$ cat src/hw/rtl/auto_exposure_bisection_search_macros.svh
// assertion helpers, clocked on clk and disabled while rst_n is low
`ifndef AUTO_EXPOSURE_BISECTION_SEARCH_MACROS_SVH
`define AUTO_EXPOSURE_BISECTION_SEARCH_MACROS_SVH

// same-cycle implication
`define AEBS_ASSERT_NOW(label, cond, prop) \
    label: assert property (@(posedge clk) disable iff (!rst_n) (cond) |-> (prop)) \
        else $error("auto exposure assertion failed");

// next-cycle implication
`define AEBS_ASSERT_NEXT(label, cond, prop) \
    label: assert property (@(posedge clk) disable iff (!rst_n) (cond) |=> (prop)) \
        else $error("auto exposure assertion failed");

`endif

$ cat src/hw/rtl/aebs_pkg.sv
package aebs_pkg;

    // configuration port
    localparam int CFG_DATA_W  = 24;
    localparam int CFG_INDEX_W = 3;
    localparam int TARGET_W    = 16;
    localparam int FRAMES_W    = 7;
    localparam int EXP_CFG_W   = 24;

    localparam logic [CFG_INDEX_W-1:0] CFG_LEVEL_GOAL        = 3'd0;
    localparam logic [CFG_INDEX_W-1:0] CFG_FRAMES_TO_AVERAGE = 3'd1;
    localparam logic [CFG_INDEX_W-1:0] CFG_EXPOSURE_MIN      = 3'd2;
    localparam logic [CFG_INDEX_W-1:0] CFG_EXPOSURE_MAX      = 3'd3;
    localparam logic [CFG_INDEX_W-1:0] CFG_EXPOSURE_STEP     = 3'd4;

    // reset values of the registers
    localparam logic [TARGET_W-1:0]  RST_LEVEL_GOAL    = 16'd52429;
    localparam logic [FRAMES_W-1:0]  RST_FRAMES        = 7'd1;
    localparam logic [EXP_CFG_W-1:0] RST_EXPOSURE_MIN  = 24'd1;
    localparam logic [EXP_CFG_W-1:0] RST_EXPOSURE_MAX  = 24'd1000000;
    localparam logic [EXP_CFG_W-1:0] RST_EXPOSURE_STEP = 24'd1;

    // input command codes
    localparam logic CMD_START  = 1'b0;
    localparam logic CMD_SAMPLE = 1'b1;

    // result status codes
    localparam int STATUS_W = 3;
    localparam logic [STATUS_W-1:0] ST_RUNNING   = 3'd0;
    localparam logic [STATUS_W-1:0] ST_CONVERGED = 3'd1;
    localparam logic [STATUS_W-1:0] ST_UNDER     = 3'd2;
    localparam logic [STATUS_W-1:0] ST_OVER      = 3'd3;
    localparam logic [STATUS_W-1:0] ST_IDLE      = 3'd4;

    // controller to datapath
    typedef struct packed {
        logic load_in;
        logic start;
        logic idle;
        logic accum;
        logic emit_run;
        logic mul;
        logic eval;
        logic tol;
        logic prep;
        logic step;
        logic emit_win;
    } dp_cmd_t;

    // datapath to controller
    typedef struct packed {
        logic is_start;
        logic running;
        logic win_full;
    } dp_status_t;

endpackage

$ cat src/hw/rtl/aebs_cfg.sv
module aebs_cfg #(
    parameter int LEVEL_BITS    = 16,
    parameter int EXPOSURE_BITS = 24
) (
    input  logic                                  clk,
    input  logic                                  rst_n,
    input  logic                                  cfg_write,
    input  logic [aebs_pkg::CFG_INDEX_W-1:0]      cfg_index,
    input  logic [aebs_pkg::CFG_DATA_W-1:0]       cfg_data,
    output logic [LEVEL_BITS-1:0]                 level_goal,
    output logic [aebs_pkg::FRAMES_W-1:0]         frames_to_average,
    output logic [EXPOSURE_BITS-1:0]              exposure_min,
    output logic [EXPOSURE_BITS-1:0]              exposure_max,
    output logic [EXPOSURE_BITS-1:0]              exposure_step
);

    logic [LEVEL_BITS-1:0]          target_reg, target_next;
    logic [aebs_pkg::FRAMES_W-1:0]  frames_reg, frames_next;
    logic [EXPOSURE_BITS-1:0]       emin_reg, emin_next;
    logic [EXPOSURE_BITS-1:0]       emax_reg, emax_next;
    logic [EXPOSURE_BITS-1:0]       estep_reg, estep_next;

    always_comb
    begin
        target_next = target_reg;
        frames_next = frames_reg;
        emin_next   = emin_reg;
        emax_next   = emax_reg;
        estep_next  = estep_reg;
        if (cfg_write)
        begin
            case (cfg_index)
                aebs_pkg::CFG_LEVEL_GOAL:
                    target_next = LEVEL_BITS'(cfg_data[aebs_pkg::TARGET_W-1:0]);
                aebs_pkg::CFG_FRAMES_TO_AVERAGE:
                    frames_next = cfg_data[aebs_pkg::FRAMES_W-1:0];
                aebs_pkg::CFG_EXPOSURE_MIN:
                    emin_next = EXPOSURE_BITS'(cfg_data[aebs_pkg::EXP_CFG_W-1:0]);
                aebs_pkg::CFG_EXPOSURE_MAX:
                    emax_next = EXPOSURE_BITS'(cfg_data[aebs_pkg::EXP_CFG_W-1:0]);
                aebs_pkg::CFG_EXPOSURE_STEP:
                    estep_next = EXPOSURE_BITS'(cfg_data[aebs_pkg::EXP_CFG_W-1:0]);
                default:
                begin
                    // unknown index, write dropped
                end
            endcase
        end
    end

    always_ff @(posedge clk or negedge rst_n)
    begin
        if (!rst_n)
        begin
            target_reg <= LEVEL_BITS'(aebs_pkg::RST_LEVEL_GOAL);
            frames_reg <= aebs_pkg::RST_FRAMES;
            emin_reg   <= EXPOSURE_BITS'(aebs_pkg::RST_EXPOSURE_MIN);
            emax_reg   <= EXPOSURE_BITS'(aebs_pkg::RST_EXPOSURE_MAX);
            estep_reg  <= EXPOSURE_BITS'(aebs_pkg::RST_EXPOSURE_STEP);
        end
        else
        begin
            target_reg <= target_next;
            frames_reg <= frames_next;
            emin_reg   <= emin_next;
            emax_reg   <= emax_next;
            estep_reg  <= estep_next;
        end
    end

    assign level_goal        = target_reg;
    assign frames_to_average = frames_reg;
    assign exposure_min      = emin_reg;
    assign exposure_max      = emax_reg;
    assign exposure_step     = estep_reg;

endmodule

$ cat src/hw/rtl/aebs_ctrl.sv
module aebs_ctrl (
    input  logic                 clk,
    input  logic                 rst_n,
    input  logic                 in_valid,
    output logic                 in_ready,
    output logic                 out_valid,
    input  logic                 out_ready,
    input  aebs_pkg::dp_status_t dp_status,
    output aebs_pkg::dp_cmd_t    dp_cmd
);

    typedef enum logic [7:0] {
        S_IDLE   = 8'b0000_0001,
        S_DECIDE = 8'b0000_0010,
        S_MUL    = 8'b0000_0100,
        S_EVAL   = 8'b0000_1000,
        S_TOL    = 8'b0001_0000,
        S_PREP   = 8'b0010_0000,
        S_STEP   = 8'b0100_0000,
        S_EMIT   = 8'b1000_0000
    } state_t;

    state_t state_reg, state_next;
    logic   out_valid_reg, out_valid_next;
    logic   out_free;
    logic   emit;

    // result slot can take a new transaction this cycle
    assign out_free = !out_valid_reg || out_ready;

    always_comb
    begin
        dp_cmd     = '0;
        emit       = 1'b0;
        state_next = state_reg;
        case (state_reg)
            S_IDLE:
            begin
                if (in_valid)
                begin
                    dp_cmd.load_in = 1'b1;
                    state_next     = S_DECIDE;
                end
            end
            S_DECIDE:
            begin
                if (out_free)
                begin
                    if (dp_status.is_start)
                    begin
                        dp_cmd.start = 1'b1;
                        emit         = 1'b1;
                        state_next   = S_IDLE;
                    end
                    else if (!dp_status.running)
                    begin
                        dp_cmd.idle = 1'b1;
                        emit        = 1'b1;
                        state_next  = S_IDLE;
                    end
                    else if (dp_status.win_full)
                    begin
                        dp_cmd.accum = 1'b1;
                        state_next   = S_MUL;
                    end
                    else
                    begin
                        dp_cmd.accum    = 1'b1;
                        dp_cmd.emit_run = 1'b1;
                        emit            = 1'b1;
                        state_next      = S_IDLE;
                    end
                end
            end
            S_MUL:
            begin
                dp_cmd.mul = 1'b1;
                state_next = S_EVAL;
            end
            S_EVAL:
            begin
                dp_cmd.eval = 1'b1;
                state_next  = S_TOL;
            end
            S_TOL:
            begin
                dp_cmd.tol = 1'b1;
                state_next = S_PREP;
            end
            S_PREP:
            begin
                dp_cmd.prep = 1'b1;
                state_next  = S_STEP;
            end
            S_STEP:
            begin
                dp_cmd.step = 1'b1;
                state_next  = S_EMIT;
            end
            S_EMIT:
            begin
                if (out_free)
                begin
                    dp_cmd.emit_win = 1'b1;
                    emit            = 1'b1;
                    state_next      = S_IDLE;
                end
            end
            default:
            begin
                state_next = S_IDLE;
            end
        endcase
    end

    always_comb
    begin
        if (emit)
            out_valid_next = 1'b1;
        else if (out_ready)
            out_valid_next = 1'b0;
        else
            out_valid_next = out_valid_reg;
    end

    always_ff @(posedge clk or negedge rst_n)
    begin
        if (!rst_n)
        begin
            state_reg     <= S_IDLE;
            out_valid_reg <= 1'b0;
        end
        else
        begin
            state_reg     <= state_next;
            out_valid_reg <= out_valid_next;
        end
    end

    assign in_ready  = (state_reg == S_IDLE);
    assign out_valid = out_valid_reg;

endmodule

$ cat src/hw/rtl/aebs_dp.sv
module aebs_dp #(
    parameter int LEVEL_BITS    = 16,
    parameter int EXPOSURE_BITS = 24,
    parameter int MAX_AVERAGE   = 64
) (
    input  logic                               clk,
    input  logic                               rst_n,
    input  aebs_pkg::dp_cmd_t                  dp_cmd,
    output aebs_pkg::dp_status_t               dp_status,
    input  logic [LEVEL_BITS-1:0]              level_goal,
    input  logic [aebs_pkg::FRAMES_W-1:0]      frames_to_average,
    input  logic [EXPOSURE_BITS-1:0]           exposure_min,
    input  logic [EXPOSURE_BITS-1:0]           exposure_max,
    input  logic [EXPOSURE_BITS-1:0]           exposure_step,
    input  logic                               command,
    input  logic [LEVEL_BITS-1:0]              level,
    output logic [EXPOSURE_BITS-1:0]           exposure,
    output logic                               exposure_changed,
    output logic [aebs_pkg::STATUS_W-1:0]      status
);

    localparam int EW   = EXPOSURE_BITS;
    localparam int CNTW = $clog2(MAX_AVERAGE + 1);
    localparam int SUMW = LEVEL_BITS + $clog2(MAX_AVERAGE);
    localparam int PRDW = LEVEL_BITS + CNTW;
    localparam int TOLW = SUMW + 7;
    localparam int CMPW = (CNTW > aebs_pkg::FRAMES_W) ? CNTW : aebs_pkg::FRAMES_W;

    function automatic logic [EW-1:0] midpoint(input logic [EW-1:0] a, input logic [EW-1:0] b);
        logic [EW:0] s;
        s = {1'b0, a} + {1'b0, b};
        return s[EW:1];
    endfunction

    function automatic logic [EW-1:0] abs_diff(input logic [EW-1:0] a, input logic [EW-1:0] b);
        return (a >= b) ? (a - b) : (b - a);
    endfunction

    // transaction latch
    logic                  cmd_in_reg, cmd_in_next;
    logic [LEVEL_BITS-1:0] level_in_reg, level_in_next;

    // search state
    logic            running_reg, running_next;
    logic [EW-1:0]   cur_reg, cur_next;
    logic [EW-1:0]   lower_reg, lower_next;
    logic [EW-1:0]   upper_reg, upper_next;
    logic            br_reg, br_next;
    logic [SUMW-1:0] sum_reg, sum_next;
    logic [CNTW-1:0] cnt_reg, cnt_next;

    // evaluation pipeline of a full window
    logic [SUMW-1:0] tgt_reg, tgt_next;
    logic [SUMW-1:0] diff_reg, diff_next;
    logic            below_reg, below_next;
    logic            conv_reg, conv_next;
    logic [EW-1:0]   ref_reg, ref_next;
    logic            chk_reg, chk_next;
    logic            chg_reg, chg_next;
    logic            fin_reg, fin_next;
    logic [aebs_pkg::STATUS_W-1:0] st_reg, st_next;

    // result register
    logic [EW-1:0]                 exp_out_reg, exp_out_next;
    logic                          chg_out_reg, chg_out_next;
    logic [aebs_pkg::STATUS_W-1:0] st_out_reg, st_out_next;

    logic [EW-1:0]   eff_min;
    logic [CMPW-1:0] frames_w;
    logic [CMPW-1:0] eff_frames;
    logic [CNTW-1:0] cnt_inc;
    logic [PRDW-1:0] product;
    logic [TOLW-1:0] diff100;
    logic [TOLW-1:0] tol_bound;
    logic [EW:0]     doubled;
    logic [EW-1:0]   dbl;
    logic [EW-1:0]   lower_half;

    assign eff_min    = (exposure_min == '0) ? EW'(1) : exposure_min;
    assign frames_w   = CMPW'(frames_to_average);
    assign eff_frames = (frames_w == '0) ? CMPW'(1) :
                        ((frames_w > CMPW'(MAX_AVERAGE)) ? CMPW'(MAX_AVERAGE) : frames_w);
    assign cnt_inc    = cnt_reg + CNTW'(1);

    assign product    = PRDW'(level_goal) * PRDW'(cnt_reg);
    // times 100 as shifts
    assign diff100    = TOLW'({diff_reg, 6'b0}) + TOLW'({diff_reg, 5'b0})
                      + TOLW'({diff_reg, 2'b0});
    assign tol_bound  = TOLW'({cnt_reg, {LEVEL_BITS{1'b0}}});

    assign doubled    = {lower_reg, 1'b0};
    assign dbl        = (doubled > {1'b0, exposure_max}) ? exposure_max : doubled[EW-1:0];
    assign lower_half = lower_reg >> 1;

    always_comb
    begin
        cmd_in_next   = cmd_in_reg;
        level_in_next = level_in_reg;
        running_next  = running_reg;
        cur_next      = cur_reg;
        lower_next    = lower_reg;
        upper_next    = upper_reg;
        br_next       = br_reg;
        sum_next      = sum_reg;
        cnt_next      = cnt_reg;
        tgt_next      = tgt_reg;
        diff_next     = diff_reg;
        below_next    = below_reg;
        conv_next     = conv_reg;
        ref_next      = ref_reg;
        chk_next      = chk_reg;
        chg_next      = chg_reg;
        fin_next      = fin_reg;
        st_next       = st_reg;
        exp_out_next  = exp_out_reg;
        chg_out_next  = chg_out_reg;
        st_out_next   = st_out_reg;

        if (dp_cmd.load_in)
        begin
            cmd_in_next   = command;
            level_in_next = level;
        end

        if (dp_cmd.start)
        begin
            running_next = 1'b1;
            cur_next     = eff_min;
            lower_next   = eff_min;
            upper_next   = '0;
            br_next      = 1'b0;
            sum_next     = '0;
            cnt_next     = '0;
            exp_out_next = eff_min;
            chg_out_next = 1'b1;
            st_out_next  = aebs_pkg::ST_RUNNING;
        end

        if (dp_cmd.idle)
        begin
            exp_out_next = cur_reg;
            chg_out_next = 1'b0;
            st_out_next  = aebs_pkg::ST_IDLE;
        end

        if (dp_cmd.accum)
        begin
            sum_next = sum_reg + SUMW'(level_in_reg);
            cnt_next = cnt_inc;
        end

        if (dp_cmd.emit_run)
        begin
            exp_out_next = cur_reg;
            chg_out_next = 1'b0;
            st_out_next  = aebs_pkg::ST_RUNNING;
        end

        if (dp_cmd.mul)
            tgt_next = product[SUMW-1:0];

        if (dp_cmd.eval)
        begin
            diff_next  = (sum_reg >= tgt_reg) ? (sum_reg - tgt_reg) : (tgt_reg - sum_reg);
            below_next = (sum_reg < tgt_reg);
        end

        if (dp_cmd.tol)
            conv_next = (diff100 < tol_bound);

        if (dp_cmd.prep)
        begin
            chk_next = 1'b0;
            chg_next = 1'b0;
            fin_next = 1'b0;
            st_next  = aebs_pkg::ST_RUNNING;
            if (conv_reg)
            begin
                st_next  = aebs_pkg::ST_CONVERGED;
                fin_next = 1'b1;
            end
            else if (below_reg)
            begin
                if (!br_reg)
                begin
                    // still doubling toward a bracket
                    cur_next = dbl;
                    chg_next = 1'b1;
                    if (dbl >= exposure_max)
                    begin
                        st_next  = aebs_pkg::ST_UNDER;
                        fin_next = 1'b1;
                    end
                    else
                    begin
                        lower_next = dbl;
                    end
                end
                else
                begin
                    lower_next = cur_reg;
                    cur_next   = midpoint(cur_reg, upper_reg);
                    ref_next   = cur_reg;
                    chk_next   = 1'b1;
                    chg_next   = 1'b1;
                end
            end
            else
            begin
                if (!br_reg)
                begin
                    if (cur_reg == eff_min)
                    begin
                        st_next  = aebs_pkg::ST_OVER;
                        fin_next = 1'b1;
                    end
                    else
                    begin
                        // first overshoot sets the bracket
                        upper_next = lower_reg;
                        br_next    = 1'b1;
                        lower_next = lower_half;
                        cur_next   = midpoint(lower_half, lower_reg);
                        chg_next   = 1'b1;
                    end
                end
                else
                begin
                    upper_next = cur_reg;
                    cur_next   = midpoint(lower_reg, cur_reg);
                    ref_next   = cur_reg;
                    chk_next   = 1'b1;
                    chg_next   = 1'b1;
                end
            end
        end

        if (dp_cmd.step)
        begin
            if (chk_reg && (abs_diff(ref_reg, cur_reg) <= exposure_step))
            begin
                st_next  = aebs_pkg::ST_CONVERGED;
                fin_next = 1'b1;
            end
        end

        if (dp_cmd.emit_win)
        begin
            exp_out_next = cur_reg;
            chg_out_next = chg_reg;
            st_out_next  = st_reg;
            sum_next     = '0;
            cnt_next     = '0;
            if (fin_reg)
                running_next = 1'b0;
        end
    end

    always_ff @(posedge clk or negedge rst_n)
    begin
        if (!rst_n)
        begin
            running_reg <= 1'b0;
            cur_reg     <= '0;
            lower_reg   <= '0;
            upper_reg   <= '0;
            br_reg      <= 1'b0;
            sum_reg     <= '0;
            cnt_reg     <= '0;
        end
        else
        begin
            running_reg <= running_next;
            cur_reg     <= cur_next;
            lower_reg   <= lower_next;
            upper_reg   <= upper_next;
            br_reg      <= br_next;
            sum_reg     <= sum_next;
            cnt_reg     <= cnt_next;
        end
    end

    always_ff @(posedge clk)
    begin
        cmd_in_reg   <= cmd_in_next;
        level_in_reg <= level_in_next;
        tgt_reg      <= tgt_next;
        diff_reg     <= diff_next;
        below_reg    <= below_next;
        conv_reg     <= conv_next;
        ref_reg      <= ref_next;
        chk_reg      <= chk_next;
        chg_reg      <= chg_next;
        fin_reg      <= fin_next;
        st_reg       <= st_next;
        exp_out_reg  <= exp_out_next;
        chg_out_reg  <= chg_out_next;
        st_out_reg   <= st_out_next;
    end

    assign dp_status.is_start = (cmd_in_reg == aebs_pkg::CMD_START);
    assign dp_status.running  = running_reg;
    assign dp_status.win_full = (CMPW'(cnt_inc) >= eff_frames);

    assign exposure         = exp_out_reg;
    assign exposure_changed = chg_out_reg;
    assign status           = st_out_reg;

endmodule

$ cat src/hw/rtl/auto_exposure_bisection_search.sv
// channel   handshake              payload
// in        in_valid / in_ready    command, level
// out       out_valid / out_ready  exposure, exposure_changed, status
// cfg       cfg_write              cfg_index, cfg_data
//
// a start, an idle sample or a sample inside a window: the transaction is latched, and its result is
// registered from the decide state once the result slot is free; in_ready stays low until idle again
// a sample that completes a window: result registered once the sequencer has passed through target
// multiply, difference, tolerance, bisection and step and the result slot is free
// reset clears the search and loads register defaults, no clearing pass
// a result not taken lets one more transaction in, which waits at its result stage, in_ready low
`include "auto_exposure_bisection_search_macros.svh"

module auto_exposure_bisection_search #(
    parameter int LEVEL_BITS    = 16,
    parameter int EXPOSURE_BITS = 24,
    parameter int MAX_AVERAGE   = 64
) (
    input  logic                              clk,
    input  logic                              rst_n,
    input  logic                              in_valid,
    output logic                              in_ready,
    input  logic                              command,
    input  logic [LEVEL_BITS-1:0]             level,
    output logic                              out_valid,
    input  logic                              out_ready,
    output logic [EXPOSURE_BITS-1:0]          exposure,
    output logic                              exposure_changed,
    output logic [aebs_pkg::STATUS_W-1:0]     status,
    input  logic                              cfg_write,
    input  logic [aebs_pkg::CFG_INDEX_W-1:0]  cfg_index,
    input  logic [aebs_pkg::CFG_DATA_W-1:0]   cfg_data
);

    logic [LEVEL_BITS-1:0]         level_goal;
    logic [aebs_pkg::FRAMES_W-1:0] frames_to_average;
    logic [EXPOSURE_BITS-1:0]      exposure_min;
    logic [EXPOSURE_BITS-1:0]      exposure_max;
    logic [EXPOSURE_BITS-1:0]      exposure_step;
    aebs_pkg::dp_cmd_t             dp_cmd;
    aebs_pkg::dp_status_t          dp_status;
    logic                          result_load;
    logic                          start_shown;

    aebs_cfg #(
        .LEVEL_BITS    (LEVEL_BITS),
        .EXPOSURE_BITS (EXPOSURE_BITS)
    ) u_cfg (
        .clk               (clk),
        .rst_n             (rst_n),
        .cfg_write         (cfg_write),
        .cfg_index         (cfg_index),
        .cfg_data          (cfg_data),
        .level_goal        (level_goal),
        .frames_to_average (frames_to_average),
        .exposure_min      (exposure_min),
        .exposure_max      (exposure_max),
        .exposure_step     (exposure_step)
    );

    aebs_ctrl u_ctrl (
        .clk       (clk),
        .rst_n     (rst_n),
        .in_valid  (in_valid),
        .in_ready  (in_ready),
        .out_valid (out_valid),
        .out_ready (out_ready),
        .dp_status (dp_status),
        .dp_cmd    (dp_cmd)
    );

    aebs_dp #(
        .LEVEL_BITS    (LEVEL_BITS),
        .EXPOSURE_BITS (EXPOSURE_BITS),
        .MAX_AVERAGE   (MAX_AVERAGE)
    ) u_dp (
        .clk               (clk),
        .rst_n             (rst_n),
        .dp_cmd            (dp_cmd),
        .dp_status         (dp_status),
        .level_goal        (level_goal),
        .frames_to_average (frames_to_average),
        .exposure_min      (exposure_min),
        .exposure_max      (exposure_max),
        .exposure_step     (exposure_step),
        .command           (command),
        .level             (level),
        .exposure          (exposure),
        .exposure_changed  (exposure_changed),
        .status            (status)
    );

    assign result_load = dp_cmd.start || dp_cmd.idle || dp_cmd.emit_run || dp_cmd.emit_win;
    assign start_shown = out_valid && exposure_changed && (status == aebs_pkg::ST_RUNNING);

    // one transaction in flight
    `AEBS_ASSERT_NEXT(a_busy_after_accept, in_valid && in_ready, !in_ready)
    // a result is only written into a free slot
    `AEBS_ASSERT_NOW(a_emit_into_free_slot, result_load, !out_valid || out_ready)
    // a start always shows the new exposure
    `AEBS_ASSERT_NEXT(a_start_result, dp_cmd.start, start_shown)
    // overexposed leaves the exposure alone
    `AEBS_ASSERT_NOW(a_over_unchanged, out_valid && (status == aebs_pkg::ST_OVER), !exposure_changed)

endmodule

$ cat config.mk
export PLATFORM = sky130hd
export DESIGN_NAME = auto_exposure_bisection_search
export DESIGN_NICKNAME = d
export VERILOG_FILES = /design/src/hw/rtl/aebs_pkg.sv /design/src/hw/rtl/aebs_cfg.sv /design/src/hw/rtl/aebs_ctrl.sv /design/src/hw/rtl/aebs_dp.sv /design/src/hw/rtl/auto_exposure_bisection_search.sv
export VERILOG_INCLUDE_DIRS = /design/src /design/src/hw/rtl
export SDC_FILE = /design/constraint.sdc
export NUM_CORES = 1
export LEC_CHECK = 0
export BUFFER_PORTS_ARGS = -buffer_cell sky130_fd_sc_hd__buf_2
export CORE_MARGIN = 2
export CORE_UTILIZATION = 50
export DETAILED_ROUTE_END_ITERATION = 7
export HOLD_SLACK_MARGIN = 0.1
export PLACE_DENSITY_LB_ADDON = 0.08
export REMOVE_ABC_BUFFERS = 1
export SYNTH_ARGS = -nofsm -noshare
export SYNTH_HDL_FRONTEND = slang
export SYNTH_SLANG_ARGS = --single-unit
$ cat constraint.sdc
create_clock -name clk -period 5.05 [get_ports clk]
set_clock_uncertainty 0.2 [all_clocks]
set_input_delay 0.505 -clock clk [delete_from_list [all_inputs] [get_ports clk]]
set_output_delay 0.505 -clock clk [all_outputs]
set_load 0.01 [all_outputs]
==> out/metrics.csv, run 1 <==
stage;metric;value;unit
clocking;cts_buffers;41;
sta;finalCritPeriodShare;97.5;%
pwr;p_leak;16.0;nW
yosys;synth.ff_latch_count;328;
sta;finalCriticalPeriod;4.92;ns
sta;tns;0;ns
yosys;syn_avg_cell_area;9.07;um2
clocking;clk_pin_slew;0.06;ns
yosys;synth_mux_area_share;6.03;%
outcome;status;finished, final reports clean;
worst_hold_path;hold_path.class;in -> reg;
place;post_dp_cell_area;32200;um2
sta;relSlewSlack;20.2;%
sta;fmax;203;MHz
route;drt-vias-per-instance;6.15;
clocking;clock-root-buffer;clkbuf_16;
clocking;clk_latency;0.57;ns
yosys;netlist_area;29700;um2
yosys;async_flop_share;63.1;%
die;ios;79;
setup_path;cp-start-kind;flop;
yosys;yosys.area.top_type;dfrtp_1;
setup_path;regToRegSetupSlack;0.13;ns
route;drt_wl_total;105000;um
setup_path;path_cells;inv_1 > ha_2 > inv_1 > fa_2 > a21oi_2 > nor3b_2 > nor3_1 > buf_4 > o31a_1 > o221a_4 > mux2_2 > or2_1 > buf_4 > o21ai_2 > xor2_1 > ha_1 > nand4_1 > or2_4 > or3_4 > o32a_1 > and3_1;
die;rows;89;
global_routing;grt_max_degree;105;
finish;syn2layout_area_growth;16.7;%
finish;final_nets;4012;
clocking;cts_tree;yes;
place;dp_hpwl;81100;um
setup_path;endpoint_kind;flop;
worst_hold_path;hp-start;cfg_data[14];
die;die_height;248;um
route;dr.pass1.iters;6;
yosys;synth_compound_area_share;20.6;%
setup_path;path_buf_inv;4;
route;final_antenna_net_count;0;
setup_path;startpoint;u_dp.ref_reg[0]$_DFFE_PP_;
yosys;synth.area.top_cells;dfrtp_1, ha_1, edfxtp_1, fa_1, nand2_1;
setup_path;path_delay_family;simple AND/OR/NAND/NOR gates;
setup_path;crit_arrival;5.17;ns
setup_path;required;5.30;ns
global_routing;grt.total_usage;33.9;%
setup_path;rr_startpoint;u_dp.ref_reg[0]$_DFFE_PP_;
yosys;yosysUniqueCellTypes;93;
place;globalplace.congestion;0.973;
setup_path;cpPeakStageDelay;0.38;ns
finish;final_cell_mix;nand2_1, ha_1, inv_1;
clocking;h-tree-depth;2;
setup_path;r2r_end;u_dp.st_reg[2]$_DFF_P_;
yosys;ys.warnings.count;0;
yosys;seq_area_frac_synth;29.6;%
setup_path;crit_cells;21;
route;wire_per_inst;24.1;um
sta;setup_ws;0.126;ns
global_routing;grt_pass1_vias;26800;
clocking;cts_buffer_depth;3;
finish;layout_commonest_cell;nand2_1;
yosys;yosys.area_share.simple;13.9;%
setup_path;crit_type;reg -> reg;
setup_path;rr_worst_depth;21;
route;drcViolationCount;0;
die;die-area;61400;um2
global_routing;grt_pass1_wl;158000;um
die;placeableCoreArea;58900;um2
route;drtIter0Drc;1819;
route;vias;26800;
setup_path;crit_fanout;5;
setup_path;cpMaxStageDelayCell;edfxtp_1;
sta;worst_pin_slew;1.20;ns
sta;slew_viol_final;0;
sta;hold_violations;0;
finish;drive_gt1_share;17.5;%
yosys;synth-edff-count;117;
flow_run;cap_violations;0;
yosys;syn_inst;3275;
pwr;ir_worst_vdd;413;uV
yosys;synth_xor_area_share;4.69;%
yosys;synth_top_cell_area_share;15.7;%
finish;design_area;34700;um2
pwr;powerDensity;550;nW/um2
pwr;p_total;19.1;mW
die;start_util;50.4;%
yosys;synthAdderAreaFrac;19.9;%
place;port_buffers;78;
global_routing;antenna_found_initial;3;
die;die_w;248;um
global_routing;grt-ovfl-total;0;
yosys;synth_ff_type;dfrtp_1;
clocking;cts.sinks;328;
sta;setup-violations-final;0;
setup_path;crit_end;u_dp.st_reg[2]$_DFF_P_;
place;dp_slack;-0.292;ns
yosys;synth_top_family_by_area;compound AO/OA/AOI/OAI gates;
-- metrics by stage --
stage	std cells	utilization (%)	hold WS [ns]
global route	4352	58.9	0.119
global placement	4207	54.7	0.271
floorplan	3141	-	0.00941
detailed placement	4207	54.7	0.279
CTS	4323	57.9	0.105
finish	4352	58.9	0.135
-- cell type report --
type | count | area, um2
Fill cell | 5176 | 24200
Tap cell | 773 | 967
Sequential cell | 328 | 8810
Clock buffer | 56 | 1220
Inverter | 264 | 991
Multi-Input combinational cell | 2549 | 19800
Timing Repair Buffer | 362 | 2760
Antenna cell | 3 | 7.51
Clock inverter | 17 | 171
-- cell families (layout without fill, tap and decap cells) --
| kind of cell | after synthesis | after routing |
|---|---|---|
| compound gates | 941 | 941 |
| flops | 328 | 328 |
| simple gates | 867 | 867 |
| other cells | 0 | 3 |
| buf+inv | 398 | 699 |
| fa+ha+maj | 417 | 417 |
| mux | 165 | 165 |
| xor+xnor | 159 | 159 |
-- worst min path at each step --
stage | to | slack (ns) | cells past startpoint
finish | u_cfg.exposure_step[14]$_DFFE_PN0P_ | 0.13 | 3
global route | u_cfg.exposure_step[14]$_DFFE_PN0P_ | 0.12 | 3
CTS | u_cfg.exposure_step[15]$_DFFE_PN0P_ | 0.11 | 3
detailed placement | u_dp.upper_reg[13]$_DFF_PN0_ | 0.28 | 2
global placement | u_dp.upper_reg[21]$_DFF_PN0_ | 0.27 | 2
floorplan | u_cfg.exposure_max[0]$_DFFE_PN0P_ | 0.009 | 0
-- layer usage --
metal / vias up / GRT usage, % / part of all wire (%)
met3: 303 / 4.49 / 5.5
met2: 1001 / 58.3 / 49
met1: 13100 / 40.1 / 39
met5: - / 0 / 0
met4: 0 / 20.6 / 6.8
li1: 12400 / - / -
-- report_power, final --
group          leakage [nW]  switching, mW  internal [mW]
clock network         0.673           1.26           1.81
logic                  11.6           7.00           5.02
registers              3.68          0.551           3.45
-- cells in the mapped netlist (52+ instances only) --
| cell type | number |
|---|---|
| mux2_2 | 111 |
| mux2i_1 | 52 |
| xor2_1 | 76 |
| o21ai_0 | 220 |
| fa_1 | 94 |
| nor3_1 | 65 |
| a21oi_1 | 216 |
| xnor2_1 | 83 |
| and2_1 | 58 |
| a21o_1 | 102 |
| ha_1 | 323 |
| inv_1 | 263 |
| dfrtp_1 | 187 |
| o22ai_1 | 62 |
| nand2_1 | 338 |
| clkbuf_1 | 95 |
| edfxtp_1 | 117 |
| nor2_1 | 155 |
-- repair_timing --
| action | CTS | global route |
|---|---|---|
| endpoints found under the setup margin | 28 | 35 |
| hold buffers | 41 | 0 |
| resized for setup | 7 | 73 |
| cloned | 0 | 1 |
| endpoints found under the hold margin | 130 | 0 |
| setup buffers | 2 | 25 |
| pin swaps | 0 | 24 |
-- tightest hold or removal path, cell delays in order --
cell,delay (ns)
buf_2,0.18
nand2_1,0.08
o21ai_0,0.08
(Power assumes the default switching activity.)
==> run 2, diff against run 1 <==
clock period = 5.5 ns   (was 5.05 ns; I/O delays follow)
==> out/metrics.csv, run 2 (synthesis gave the netlist of run 1 again) <==
stage;metric;value;unit;change
pwr;powerDensity;495;nW/um2;-10%
sta;setup_ws;0.272;ns;+0.146 ns
outcome;status;finished, final reports clean;;
route;wire_per_inst;24.0;um;-0.49%
global_routing;grt-ovfl-total;0;;unchanged
sta;slew_viol_final;0;;unchanged
setup_path;crit_fanout;8;;+3
global_routing;grt_max_degree;139;;+32%
worst_hold_path;min_path_cells;3;;unchanged
finish;layout_commonest_cell;nand2_1;;
finish;final_cell_mix;nand2_1, ha_1, inv_1;;
route;dr.pass1.iters;7;;+1
place;dpl.cell_count;4125;;-1.9%
finish;drive_gt1_share;13.3;%;-4.2 points
route;final_antenna_net_count;0;;unchanged
pwr;switching_share;46.4;%;+0.18 points
setup_path;crit_type;reg -> reg;;
die;placeableCoreArea;58900;um2;unchanged
sta;worst_pin_slew;1.17;ns;-0.0265 ns
setup_path;endpoint_kind;flop;;
pwr;p_total;16.5;mW;-14%
pwr;ir_worst_vdd;320;uV;-22%
setup_path;path_cells;nand2_1 > fa_1 > fa_1 > inv_1 > fa_1 > fa_1 > ha_1 > o211ai_1 > nor3_1 > a21oi_1 > or3_1 > a31oi_1 > a21o_1 > nand3_1 > nand2_1 > xnor2_1;;
setup_path;cp-start-kind;flop;;
pwr;p_comb_share;60.4;%;-2.6 points
finish;design_area;33300;um2;-3.9%
sta;fmax;191;MHz;-5.8%
route;vias;26000;;-3.0%
setup_path;rr_startpoint;u_cfg.level_goal[9]$_DFFE_PN0P_;;
global_routing;grt.total_usage;32.9;%;-0.94 points
setup_path;regToRegSetupSlack;0.27;ns;+0.15 ns
route;drt-vias-per-instance;6.14;;-0.21%
pwr;p_leak;15.3;nW;-4.3%
finish;fillers;5298;;+2.4%
setup_path;crit_arrival;5.34;ns;+0.17 ns
clocking;clock-root-buffer;clkbuf_16;;
global_routing;antenna_found_initial;0;;-3
clocking;cts_buffer_depth;3;;unchanged
sta;hold_violations;0;;unchanged
setup_path;cpMaxStageDelayCell;dfrtp_1;;
setup_path;crit_top_cell;fa_1;;
place;dp_slack;0.288;ns;+0.580 ns
finish;fin_cells;4229;;-2.8%
global_routing;grt_pass1_wl;154000;um;-2.6%
die;die-area;61400;um2;unchanged
place;post_dp_cell_area;31600;um2;-1.9%
clocking;h-tree-depth;2;;unchanged
route;drcViolationCount;0;;unchanged
pwr;clockPowerShare;17.1;%;+1.0 points
clocking;clk_latency;0.57;ns;about the same
clocking;cts_buffers;41;;unchanged
die;die_w;248;um;unchanged
die;ios;79;;unchanged
pwr;switching_power;7.64;mW;-13%
setup_path;r2r_end;u_dp.tgt_reg[21]$_DFFE_PP_;;
global_routing;grt_pass1_vias;25900;;-3.4%
setup_path;path_buf_inv;1;;-3
sta;tns;0;ns;unchanged
sta;worst_hold_slack;0.133;ns;-0.00130 ns
route;drtIter0Drc;1852;;+1.8%
sta;finalCriticalPeriod;5.23;ns;+0.304 ns
pwr;p_int;8.84;mW;-14%
finish;utilization;56.5;%;-2.3 points
finish;final_nets;3891;;-3.0%
sta;grt_setup_unrepaired;false;;
place;dp_hpwl;79400;um;-2.2%
die;die_height;248;um;unchanged
worst_hold_path;hp-start;cfg_data[4];;
clocking;cts.sinks;328;;unchanged
clocking;cts_tree;yes;;
flow_run;cap_violations;0;;unchanged
route;drt_wl_total;102000;um;-3.3%
finish;syn2layout_area_growth;12.1;%;
pwr;seqPwrFrac;22.5;%;+1.6 points
die;rows;89;;unchanged
place;port_buffers;78;;unchanged
worst_hold_path;min_to;u_cfg.exposure_step[4]$_DFFE_PN0P_;;
sta;relSlewSlack;21.9;%;+1.8 points
worst_hold_path;hold_path.class;in -> reg;;
place;globalplace.congestion;0.968;;-0.47%
sta;finalCritPeriodShare;95.1;%;-2.5 points
setup_path;cpPeakStageDelay;0.60;ns;+0.22 ns
sta;setup-violations-final;0;;unchanged
setup_path;rr_worst_depth;16;;-24%
die;start_util;50.4;%;unchanged
setup_path;path_delay_family;adder cells;;
setup_path;required;5.62;ns;+0.32 ns
clocking;clk_pin_slew;0.07;ns;about the same
## run 2: changes by cell type in the layout (fill, tap and decap cells not counted), moves of 8 or more
cell           previous run  this run
o21ai_0                 210       219
buf_4                   231       130
dlygate4sd3_1            41        29
a21oi_1                 208       216
a21oi_2                   8         0
ha_1                    314       323
## run 2: worst max-delay path by stage
stage | startpoint | endpoint | slack, ns | depth (start not counted)
floorplan | u_cfg.exposure_max[6]$_DFFE_PN1P_ | u_dp.lower_reg[0]$_DFF_PN0_ | 0.31 | 18
global placement | u_cfg.exposure_max[19]$_DFFE_PN1P_ | u_dp.lower_reg[0]$_DFF_PN0_ | 0.33 | 22
detailed placement | u_cfg.exposure_max[19]$_DFFE_PN1P_ | u_dp.lower_reg[0]$_DFF_PN0_ | 0.29 | 22
CTS | u_cfg.exposure_max[19]$_DFFE_PN1P_ | u_dp.lower_reg[0]$_DFF_PN0_ | 0.25 | 22
global route | u_dp.cur_reg[10]$_DFF_PN0_ | u_dp.st_reg[2]$_DFF_P_ | 0.04 | 20
finish | u_cfg.level_goal[9]$_DFFE_PN0P_ | u_dp.tgt_reg[21]$_DFFE_PP_ | 0.27 | 16
## run 2: worst register-to-register path, stage by stage, from the launching register on
cell,delay [ns]
dfrtp_1,0.60
nand2_1,0.15
fa_1,0.53
fa_1,0.54
inv_1,0.05
fa_1,0.52
fa_1,0.42
ha_1,0.39
o211ai_1,0.12
nor3_1,0.27
a21oi_1,0.14
or3_1,0.44
a31oi_1,0.20
a21o_1,0.18
nand3_1,0.09
nand2_1,0.09
xnor2_1,0.06
## run 2: timing repair
item	in CTS	in global routing
resized for setup	0	7
buffers inserted	0	1
setup endpoints to repair	0	11
hold buffers	29	0
endpoints found under the hold margin	108	0
## run 2: power by group through the flow
stage	registers, mW	clock network (mW)	logic, mW
3_3_place_gp	3.73	0	9.63
4_1_cts	3.70	2.86	9.84
5_1_grt	3.77	2.95	10.9
6_report	3.71	2.82	9.96
3_5_place_dp	3.74	0	9.75
2_1_floorplan	3.75	0	6.37
## run 2: cell type report
| type | count | area [um2] | area share (%) |
|---|---|---|---|
| Multi-Input combinational cell | 2549 | 19400 | 58.3 |
| Clock buffer | 56 | 1200 | 3.59 |
| Inverter | 264 | 991 | 2.97 |
| Timing Repair Buffer | 241 | 1750 | 5.24 |
| Clock inverter | 17 | 176 | 0.530 |
| Sequential cell | 328 | 8800 | 26.4 |
| Antenna cell | 1 | 2.50 | 0.00751 |
| Tap cell | 773 | 967 | 2.90 |
## run 2: layer usage
| layer | vias to the layer above | share of wire [%] | wire length (um) | track usage [%] |
|---|---|---|---|---|
| met2 | 850 | 50 | 50900 | 58.2 |
| li1 | 12200 | - | - | - |
| met1 | 12700 | 40 | 41000 | 40.3 |
| met3 | 217 | 4.8 | 4880 | 3.73 |
| met5 | - | 0 | 0 | 0 |
| met4 | 0 | 4.7 | 4730 | 14.5 |
